### config.mk
export PLATFORM = sky130hd
export DESIGN_NAME = bounded_edit_distance_match_top
export DESIGN_NICKNAME = d
export VERILOG_FILES = /design/src/bedm_pkg.sv /design/src/bedm_cell.sv /design/src/bounded_edit_distance_match_top.sv
export VERILOG_INCLUDE_DIRS = /design/src /design/src/src
export SDC_FILE = /design/constraint.sdc
export NUM_CORES = 2
export LEC_CHECK = 0
export BUFFER_PORTS_ARGS = -buffer_cell sky130_fd_sc_hd__buf_2
export CELL_PAD_IN_SITES_DETAIL_PLACEMENT = 0
export CELL_PAD_IN_SITES_GLOBAL_PLACEMENT = 1
export CORE_MARGIN = 3
export CORE_UTILIZATION = 50
export CTS_BUF_LIST = sky130_fd_sc_hd__clkbuf_4
export CTS_CLUSTER_DIAMETER = 50
export DETAILED_ROUTE_END_ITERATION = 16
export PLACE_DENSITY = 0.9
export SYNTH_ARGS = -nofsm -noshare
export SYNTH_HDL_FRONTEND = slang
export SYNTH_SLANG_ARGS = --single-unit
### constraint.sdc
create_clock -name clk -period 14.15 [get_ports clk]
set_input_delay 2.1225 -clock clk [delete_from_list [all_inputs] [get_ports clk]]
set_output_delay 2.1225 -clock clk [all_outputs]
set_load 0.02 [all_outputs]
### src/assert_macros.svh
// ----------------------------------------------------------------------------
// Assertion macros
// Clocked concurrent checks on clk, disabled while rst_n is low.
// ----------------------------------------------------------------------------
`ifndef ASSERT_MACROS_SVH
`define ASSERT_MACROS_SVH
`ifndef SYNTHESIS
`define ASSERT_CLK(lbl, prop, msg) \
  lbl: assert property (@(posedge clk) disable iff (!rst_n) prop) else $error(msg);
`define ASSERT_NEVER(lbl, cond, msg) \
  lbl: assert property (@(posedge clk) disable iff (!rst_n) !(cond)) else $error(msg);
`else
`define ASSERT_CLK(lbl, prop, msg)
`define ASSERT_NEVER(lbl, cond, msg)
`endif
`endif

### src/bedm_pkg.sv
`timescale 1ns / 1ps
// ----------------------------------------------------------------------------
// bedm_pkg
// Shared types, constants and helpers of the bounded edit-distance matcher.
// ----------------------------------------------------------------------------
package bedm_pkg;

  localparam int MAX_PATTERN_DEF = 64;
  localparam int MAX_NAME_DEF    = 512;

  localparam logic [2:0] DIST_SAT = 3'd4;

  typedef enum logic [1:0] {
    CMD_CLEAR   = 2'd0,
    CMD_PATTERN = 2'd1,
    CMD_NAME    = 2'd2,
    CMD_END     = 2'd3
  } cmd_t;

  // One slot of the systolic chain: a name character or an end-of-name token
  typedef struct packed {
    logic       vld;
    logic       fin;
    logic [7:0] ch;
    logic [2:0] up;
    logic [2:0] diag;
    logic       ok;
    logic [2:0] dval;
  } link_t;

  // Broadcast control from the top level to every cell
  typedef struct packed {
    logic       restart;
    logic       load;
    logic [7:0] ch;
    logic       icase;
    logic [1:0] thr;
  } cell_ctl_t;

  function automatic logic [7:0] swap_case(input logic [7:0] c);
    logic is_alpha;
    is_alpha = ((c >= 8'h41) && (c <= 8'h5A)) || ((c >= 8'h61) && (c <= 8'h7A));
    return is_alpha ? (c ^ 8'h20) : c;
  endfunction

endpackage

### src/bedm_cell.sv
`timescale 1ns / 1ps
// ----------------------------------------------------------------------------
// bedm_cell
// One pattern row of the edit-distance table: holds the pattern character,
// the row's current table entry and its within-threshold flag.
// ----------------------------------------------------------------------------
module bedm_cell #(
  parameter int IDX   = 0,
  parameter int CNT_W = 7
) (
  input  logic              clk,
  input  logic              rst_n,
  input  bedm_pkg::cell_ctl_t ctl,
  input  logic [CNT_W-1:0]  pcount,
  input  bedm_pkg::link_t   link_in,
  output bedm_pkg::link_t   link_out
);
  import bedm_pkg::*;

  localparam logic [2:0] INIT = (IDX + 1 > 4) ? DIST_SAT : 3'(IDX + 1);

  logic [7:0] pchar_r, pchar_nxt;
  logic [2:0] dp_r, dp_nxt;
  logic       flag_r, flag_nxt;
  link_t      out_r, out_nxt;

  logic       same;
  logic       active;
  logic       last;
  logic [3:0] via_side;
  logic [3:0] via_diag;
  logic [3:0] best;
  logic [2:0] new_dp;

  always_comb begin
    active   = int'(pcount) > IDX;
    last     = int'(pcount) == IDX + 1;
    same     = (pchar_r == link_in.ch) || (ctl.icase && (swap_case(pchar_r) == link_in.ch));
    via_side = ((dp_r < link_in.up) ? {1'b0, dp_r} : {1'b0, link_in.up}) + 4'd1;
    via_diag = {1'b0, link_in.diag} + (same ? 4'd0 : 4'd1);
    best     = (via_diag < via_side) ? via_diag : via_side;
    new_dp   = (best > 4'd4) ? DIST_SAT : best[2:0];

    pchar_nxt = (ctl.load && (pcount == CNT_W'(IDX))) ? ctl.ch : pchar_r;
    dp_nxt    = dp_r;
    flag_nxt  = flag_r;
    out_nxt   = link_in;

    if (ctl.restart) begin
      dp_nxt   = INIT;
      flag_nxt = 1'b0;
    end else if (link_in.vld && !link_in.fin) begin
      dp_nxt       = new_dp;
      flag_nxt     = flag_r || (new_dp <= {1'b0, ctl.thr});
      out_nxt.up   = new_dp;
      out_nxt.diag = dp_r;
    end else if (link_in.vld && link_in.fin) begin
      // collect the row verdict, then restart the row for the next name
      out_nxt.ok   = link_in.ok && (flag_r || !active);
      out_nxt.dval = last ? dp_r : link_in.dval;
      dp_nxt       = INIT;
      flag_nxt     = 1'b0;
    end
  end

  always_ff @(posedge clk) begin
    pchar_r <= pchar_nxt;
  end

  always_ff @(posedge clk) begin
    if (!rst_n) begin
      dp_r   <= INIT;
      flag_r <= 1'b0;
      out_r  <= '0;
    end else begin
      dp_r   <= dp_nxt;
      flag_r <= flag_nxt;
      out_r  <= out_nxt;
    end
  end

  assign link_out = out_r;

endmodule

### src/bounded_edit_distance_match_top.sv
`timescale 1ns / 1ps
// ----------------------------------------------------------------------------
// bounded_edit_distance_match_top
// Levenshtein similarity check of a streamed name against a loaded pattern.
// ----------------------------------------------------------------------------
// Name characters are taken one per cycle while no end-of-name result is
// pending, and ripple through a chain of MAX_PATTERN cells, one per pattern
// row, each updating one table entry per cycle. Clear-pattern and
// pattern-character commands wait until the last name character has left the chain. End of
// name sends a token down the same chain that gathers the row verdicts and
// the final distance and restarts each row behind it; the result is
// registered as the token leaves the last cell, and no further input is
// taken until it has been transferred. The user must write the ignore_case
// register only while the block is idle; the block does not enforce this.
// ----------------------------------------------------------------------------
`include "assert_macros.svh"

module bounded_edit_distance_match_top #(
  parameter int MAX_PATTERN = bedm_pkg::MAX_PATTERN_DEF,
  parameter int MAX_NAME    = bedm_pkg::MAX_NAME_DEF
) (
  input  logic       clk,
  input  logic       rst_n,
  input  logic       cfg_we,
  input  logic       cfg_wdata,
  input  logic       in_valid,
  output logic       in_ready,
  input  logic [1:0] in_command,
  input  logic [7:0] in_char_code,
  output logic       out_valid,
  input  logic       out_ready,
  output logic       out_similar,
  output logic [2:0] out_distance
);
  import bedm_pkg::*;

  localparam int CNT_W  = $clog2(MAX_PATTERN + 1);
  localparam int NAME_W = $clog2(MAX_NAME + 1);
  localparam int DR_W   = $clog2(MAX_PATTERN + 1);
  localparam int SUM_W  = ((NAME_W > CNT_W) ? NAME_W : CNT_W) + 1;

  logic              icase_r;
  logic [CNT_W-1:0]  pcount_r, pcount_nxt;
  logic [NAME_W-1:0] name_cnt_r, name_cnt_nxt;
  logic [2:0]        dp0_r, dp0_nxt;
  logic [DR_W-1:0]   drain_r, drain_nxt;
  logic              busy_r, busy_nxt;
  link_t             inj_r, inj_nxt;
  logic              out_valid_r, out_valid_nxt;
  logic              out_similar_r, out_similar_nxt;
  logic [2:0]        out_distance_r, out_distance_nxt;

  cell_ctl_t         ctl;
  link_t             link_w [MAX_PATTERN+1];
  cmd_t              cmd;
  logic              xfer;
  logic              name_full;
  logic [1:0]        thr;
  logic [2:0]        up0;
  logic [SUM_W-1:0]  p_ext, n_ext, t_ext;
  logic              len_ok;
  link_t             tail;

  assign cmd  = cmd_t'(in_command);
  assign tail = link_w[MAX_PATTERN];

  always_comb begin
    if (int'(pcount_r) <= 1)       thr = 2'd0;
    else if (int'(pcount_r) <= 5)  thr = 2'd1;
    else if (int'(pcount_r) <= 10) thr = 2'd2;
    else                           thr = 2'd3;
  end

  assign name_full = int'(name_cnt_r) >= MAX_NAME;
  assign up0       = (int'(name_cnt_r) >= 3) ? DIST_SAT : 3'(name_cnt_r + 1'b1);
  assign p_ext     = SUM_W'(pcount_r);
  assign n_ext     = SUM_W'(name_cnt_r);
  assign t_ext     = SUM_W'(thr);
  assign len_ok    = (n_ext <= p_ext + t_ext) && (p_ext <= n_ext + t_ext);

  // name characters and end tokens may follow characters still in the chain; pattern edits may not
  assign in_ready = !busy_r &&
                    ((cmd == CMD_NAME) || (cmd == CMD_END) || (drain_r == '0));
  assign xfer     = in_valid && in_ready;

  always_comb begin
    pcount_nxt       = pcount_r;
    name_cnt_nxt     = name_cnt_r;
    dp0_nxt          = dp0_r;
    drain_nxt        = (drain_r != '0) ? drain_r - 1'b1 : drain_r;
    busy_nxt         = busy_r;
    inj_nxt          = '0;
    out_valid_nxt    = out_valid_r;
    out_similar_nxt  = out_similar_r;
    out_distance_nxt = out_distance_r;
    ctl.restart      = 1'b0;
    ctl.load         = 1'b0;
    ctl.ch           = in_char_code;
    ctl.icase        = icase_r;
    ctl.thr          = thr;

    if (xfer) begin
      unique case (cmd)
        CMD_CLEAR: begin
          pcount_nxt   = '0;
          ctl.restart  = 1'b1;
          name_cnt_nxt = '0;
          dp0_nxt      = 3'd0;
        end
        CMD_PATTERN: begin
          if (int'(pcount_r) < MAX_PATTERN) begin
            ctl.load   = 1'b1;
            pcount_nxt = pcount_r + 1'b1;
          end
          ctl.restart  = 1'b1;
          name_cnt_nxt = '0;
          dp0_nxt      = 3'd0;
        end
        CMD_NAME: begin
          // drop characters past the name limit
          if (!name_full) begin
            name_cnt_nxt = name_cnt_r + 1'b1;
            dp0_nxt      = up0;
            inj_nxt.vld  = 1'b1;
            inj_nxt.ch   = in_char_code;
            inj_nxt.up   = up0;
            inj_nxt.diag = dp0_r;
            drain_nxt    = DR_W'(MAX_PATTERN);
          end
        end
        CMD_END: begin
          inj_nxt.vld  = 1'b1;
          inj_nxt.fin  = 1'b1;
          inj_nxt.ok   = len_ok;
          inj_nxt.dval = dp0_r;
          busy_nxt     = 1'b1;
          name_cnt_nxt = '0;
          dp0_nxt      = 3'd0;
        end
        default: begin
        end
      endcase
    end

    if (tail.vld && tail.fin) begin
      out_valid_nxt    = 1'b1;
      out_similar_nxt  = tail.ok && (tail.dval <= {1'b0, thr});
      out_distance_nxt = tail.dval;
    end else if (out_valid_r && out_ready) begin
      out_valid_nxt = 1'b0;
      busy_nxt      = 1'b0;
    end
  end

  assign link_w[0] = inj_r;

  for (genvar k = 0; k < MAX_PATTERN; k++) begin : g_cell
    bedm_cell #(
      .IDX   (k),
      .CNT_W (CNT_W)
    ) u_cell (
      .clk      (clk),
      .rst_n    (rst_n),
      .ctl      (ctl),
      .pcount   (pcount_r),
      .link_in  (link_w[k]),
      .link_out (link_w[k+1])
    );
  end

  always_ff @(posedge clk) begin
    out_similar_r  <= out_similar_nxt;
    out_distance_r <= out_distance_nxt;
  end

  always_ff @(posedge clk) begin
    if (!rst_n) begin
      icase_r     <= 1'b0;
      pcount_r    <= '0;
      name_cnt_r  <= '0;
      dp0_r       <= 3'd0;
      drain_r     <= '0;
      busy_r      <= 1'b0;
      inj_r       <= '0;
      out_valid_r <= 1'b0;
    end else begin
      if (cfg_we) begin
        icase_r <= cfg_wdata;
      end
      pcount_r    <= pcount_nxt;
      name_cnt_r  <= name_cnt_nxt;
      dp0_r       <= dp0_nxt;
      drain_r     <= drain_nxt;
      busy_r      <= busy_nxt;
      inj_r       <= inj_nxt;
      out_valid_r <= out_valid_nxt;
    end
  end

  assign out_valid    = out_valid_r;
  assign out_similar  = out_similar_r;
  assign out_distance = out_distance_r;

  `ASSERT_CLK(a_out_while_busy, out_valid_r |-> busy_r, "result held without a pending end token")
  `ASSERT_CLK(a_tail_while_busy, (tail.vld && tail.fin) |-> (busy_r && !out_valid_r), "end token left the chain with no room")
  `ASSERT_NEVER(a_edit_while_draining, xfer && ((cmd == CMD_CLEAR) || (cmd == CMD_PATTERN)) && (drain_r != '0), "pattern edited while characters in flight")
  `ASSERT_CLK(a_dist_range, out_valid_r |-> (out_distance_r <= DIST_SAT), "distance above saturation")

endmodule

==> results.yml <==
synth:
  synth_cell_types: 81
  synth_compound_area_share_pct: 10.8
  synthCells: 10400
  synth-seq-cells: 2088
  yosysWarnings: 0
  synth_top_family_by_area: "simple AND/OR/NAND/NOR gates"
  synth_area_sq_um: 100000
  synth-simple-area-share_pct: 20.5
  synth_edf_count: 516
  synth_top_area_share_pct: 31.5
  synth_mux_area_share_pct: 4.02
  synth_xor_area_share_pct: 5.75
  async_flop_share_pct: 0
  synthAdderAreaFrac_pct: 9.29
  postSynthAreaPerCell_sq_um: 9.63
  syn_nets: 11100
  synthFlopType: "dfxtp_1"
  yosys.area.top_type: "dfxtp_1"
  ys_seq_area_share_pct: 47.0
  synth_area_leaders: "dfxtp_1, edfxtp_1, ha_1"
sta:
  setup_viol: 0
  period_needed_ns: 5.55
  worst_slew_pin_slew_ns: 1.35
  tns_ns: 0
  period_share_pct: 39.2
  grt_setup_unrepaired: "false"
  hold_viol_final: 0
  fin_worst_skew_ns: 0.0813
  fmax_mhz: 180
  max_slew_margin_pct: 9.56
  hold_slack_ns: 0.387
  slew_violations: 0
detailed_routing:
  via_count: 79300
  met1_length_mm: 119
  met3_length_mm: 24.9
  top_layer_used: "met5"
  wl_met2_mm: 130
  routed_wl_mm: 286
  viasPerCell: 5.74
  ant_nets: 0
  post_drt_wl_per_cell_um: 20.7
  drcViolationCount: 0
  first_pass_iters: 6
  first_iter_violations: 6564
power_and_ir_drop:
  leakage_nw: 45.7
  power_density_nw_per_um2: 109
  total_power_mw: 12.0
  irDropWorstVdd_uv: 87.6
floorplanning:
  die_y_um: 453
  core_area_sq_um: 198000
  start_util_pct: 50.5
  pin_count: 22
  rows: 163
  die-area_sq_um: 205000
  die_w_um: 453
clock_tree:
  post_cts_buffers: 0
  cts_sinks: 2088
  clock_path_buffers: 4
  cts-root-buf: "clkbuf_4"
  cts.clk_slew.worst_paths_ns: 0.07
  cts_resized: 0
  cts-buffers-inserted: 547
  cts_hold_buf: 0
  clk_latency_ns: 1.38
  htree_num_levels: 6
  tritoncts: "built"
global_routing:
  overflow: 0
  grt_pass1_wl_mm: 440
  first_global_vias: 78300
  grt_max_degree: 191
  grt_usage_pct: 27.2
  antenna_found_initial: 19
critical_path:
  critical-path-max-stage-delay_ns: 1.03
  worstSetupPathType: "reg -> reg"
  path_common_cell: "ha_1"
  crit_path_end_kind: "register"
  cp_cell_sequence: "ha_1 > o21ba_2 > nor3_1 > a311o_2 > inv_4 > ha_1 > fa_1 > inv_1 > ha_1 > nor2b_1 > o21a_1 > o21ai_0 > nand2b_1 > a2111oi_0 > a211oi_1 > a211oi_1"
  cp_slowest_cell: "dfxtp_1"
  arrival_ns: 6.78
  cp-start-kind: "register"
  critPathRequiredTime_ns: 15.39
  crit_path_max_fanout: 20
place:
  port_buffers: 21
  place_area_sq_um: 103000
  gp_congestion: 0.949
  hpwl_mm: 198
layout:
  drive_gt1_share_pct: 9.79
  nFillCells: 17100
  design_area_sq_um: 110000
  layout.nets: 11500
  most-common-layout-cells: "dfxtp_1, nor2_1, nand2_1, clkbuf_4, ha_1"
  syn_to_final_growth_pct: 10.1
  layout_commonest_cell: "dfxtp_1"
  final_util_pct: 55.6
min_path:
  hp-class: "reg -> reg"
status:
  status: "completed"
job:
  max-cap-violations: 0
-- power breakdown --
group	internal (mW)	switching (mW)	total, mW	leakage, nW
Combinational	0.100	0.402	0.503	24.2
Clock	2.88	2.49	5.37	4.22
Sequential	6.12	0.0214	6.14	17.3
Total	9.10	2.91	12.0	45.7
-- worst paths after layout --
| check | from | to | slack (ns) | depth (start not counted) |
|---|---|---|---|---|
| setup / recovery | pcount_r[0]$_SDFFE_PN0P_ | inj_r[3]$_SDFF_PN0_ | 8.60 | 16 |
| setup reg to reg | pcount_r[0]$_SDFFE_PN0P_ | inj_r[3]$_SDFF_PN0_ | 8.60 | 16 |
| hold / removal | g_cell[63].u_cell.link_out[0]$_SDFF_PN0_ | out_distance[0]$_DFFE_PP_ | 0.39 | 0 |
| hold reg to reg | g_cell[63].u_cell.link_out[0]$_SDFF_PN0_ | out_distance[0]$_DFFE_PP_ | 0.39 | 0 |
-- synth_stat cells (38+ instances only) --
cell      number
buf_2         38
nor3b_1       52
ha_1         739
nand4_1      150
nand3_1      165
a211oi_1     126
xor2_1       239
edfxtp_1     516
nor3_1       152
nor2b_1      154
a31oi_1       52
clkbuf_1     228
nor2_1      1048
a21o_1       152
or3_1         79
o21ai_0      272
a31o_2        43
mux2i_1      376
and2_1       668
a21oi_1      637
nand2_1      998
xnor2_1      417
nor4_1       187
dfxtp_1     1572
and3_1       174
inv_1        399
nand2b_1     192
-- routing by layer --
metal  global-route usage (%)  vias to the layer above
met1                     34.5                    37800
li1                         -                    37500
met5                    0.326                        -
met4                     12.8                        4
met2                     43.7                     3227
met3                     6.41                      753
-- through the flow --
step | cells | worst slack (ns)
4_1_cts | 13800 | 8.81
2_1_floorplan | 10400 | 7.31
5_1_grt | 13800 | 8.46
3_5_place_dp | 12800 | 8.62
3_3_place_gp | 12800 | 8.71
6_report | 13800 | 8.60
-- logic make-up (layout without fill, tap and decap cells) --
family,count (synthesis),after routing
adder cells (fa/ha/maj),741,741
AO/OA/AOI/OAI,1688,1688
AND/OR/NAND/NOR,4132,4132
XOR/XNOR,656,656
multiplexers,399,399
other,0,24
buffers and inverters,684,1448
flip-flops,2088,2088
-- critical path, delay by kind of cell (launching register included) --
| kind | cells | cell delay, ns |
|---|---|---|
| DFF | 1 | 1.03 |
| AOI/OAI and AO/OA | 7 | 1.72 |
| and+or+nand+nor | 3 | 0.43 |
| buffers and inverters | 2 | 0.22 |
| adders and majority gates | 4 | 2.01 |
-- layout make-up --
| cell class | instances | area [sq um] | area share (%) |
|---|---|---|---|
| Antenna cell | 24 | 60.1 | 0.0545 |
| Inverter | 400 | 1510 | 1.37 |
| Timing Repair Buffer | 96 | 748 | 0.679 |
| Clock inverter | 171 | 1180 | 1.07 |
| Sequential cell | 2088 | 47000 | 42.7 |
| Multi-Input combinational cell | 7616 | 50500 | 45.8 |
| Tap cell | 2640 | 3300 | 3.00 |
| Clock buffer | 781 | 5860 | 5.32 |
-- flip-flops by register name, indices dropped and copies added, names as in the netlist, 7 cells and up --
| signal | cells |
|---|---|
| drain_r | 7 |
| g_cell.u_cell.flag_r | 64 |
| g_cell.u_cell.pchar_r | 512 |
| name_cnt_r | 10 |
| pcount_r | 7 |
| g_cell.u_cell.link_out | 1266 |
| inj_r | 20 |
| g_cell.u_cell.dp_r | 192 |
Note: power is estimated with default switching activity, not from simulation.
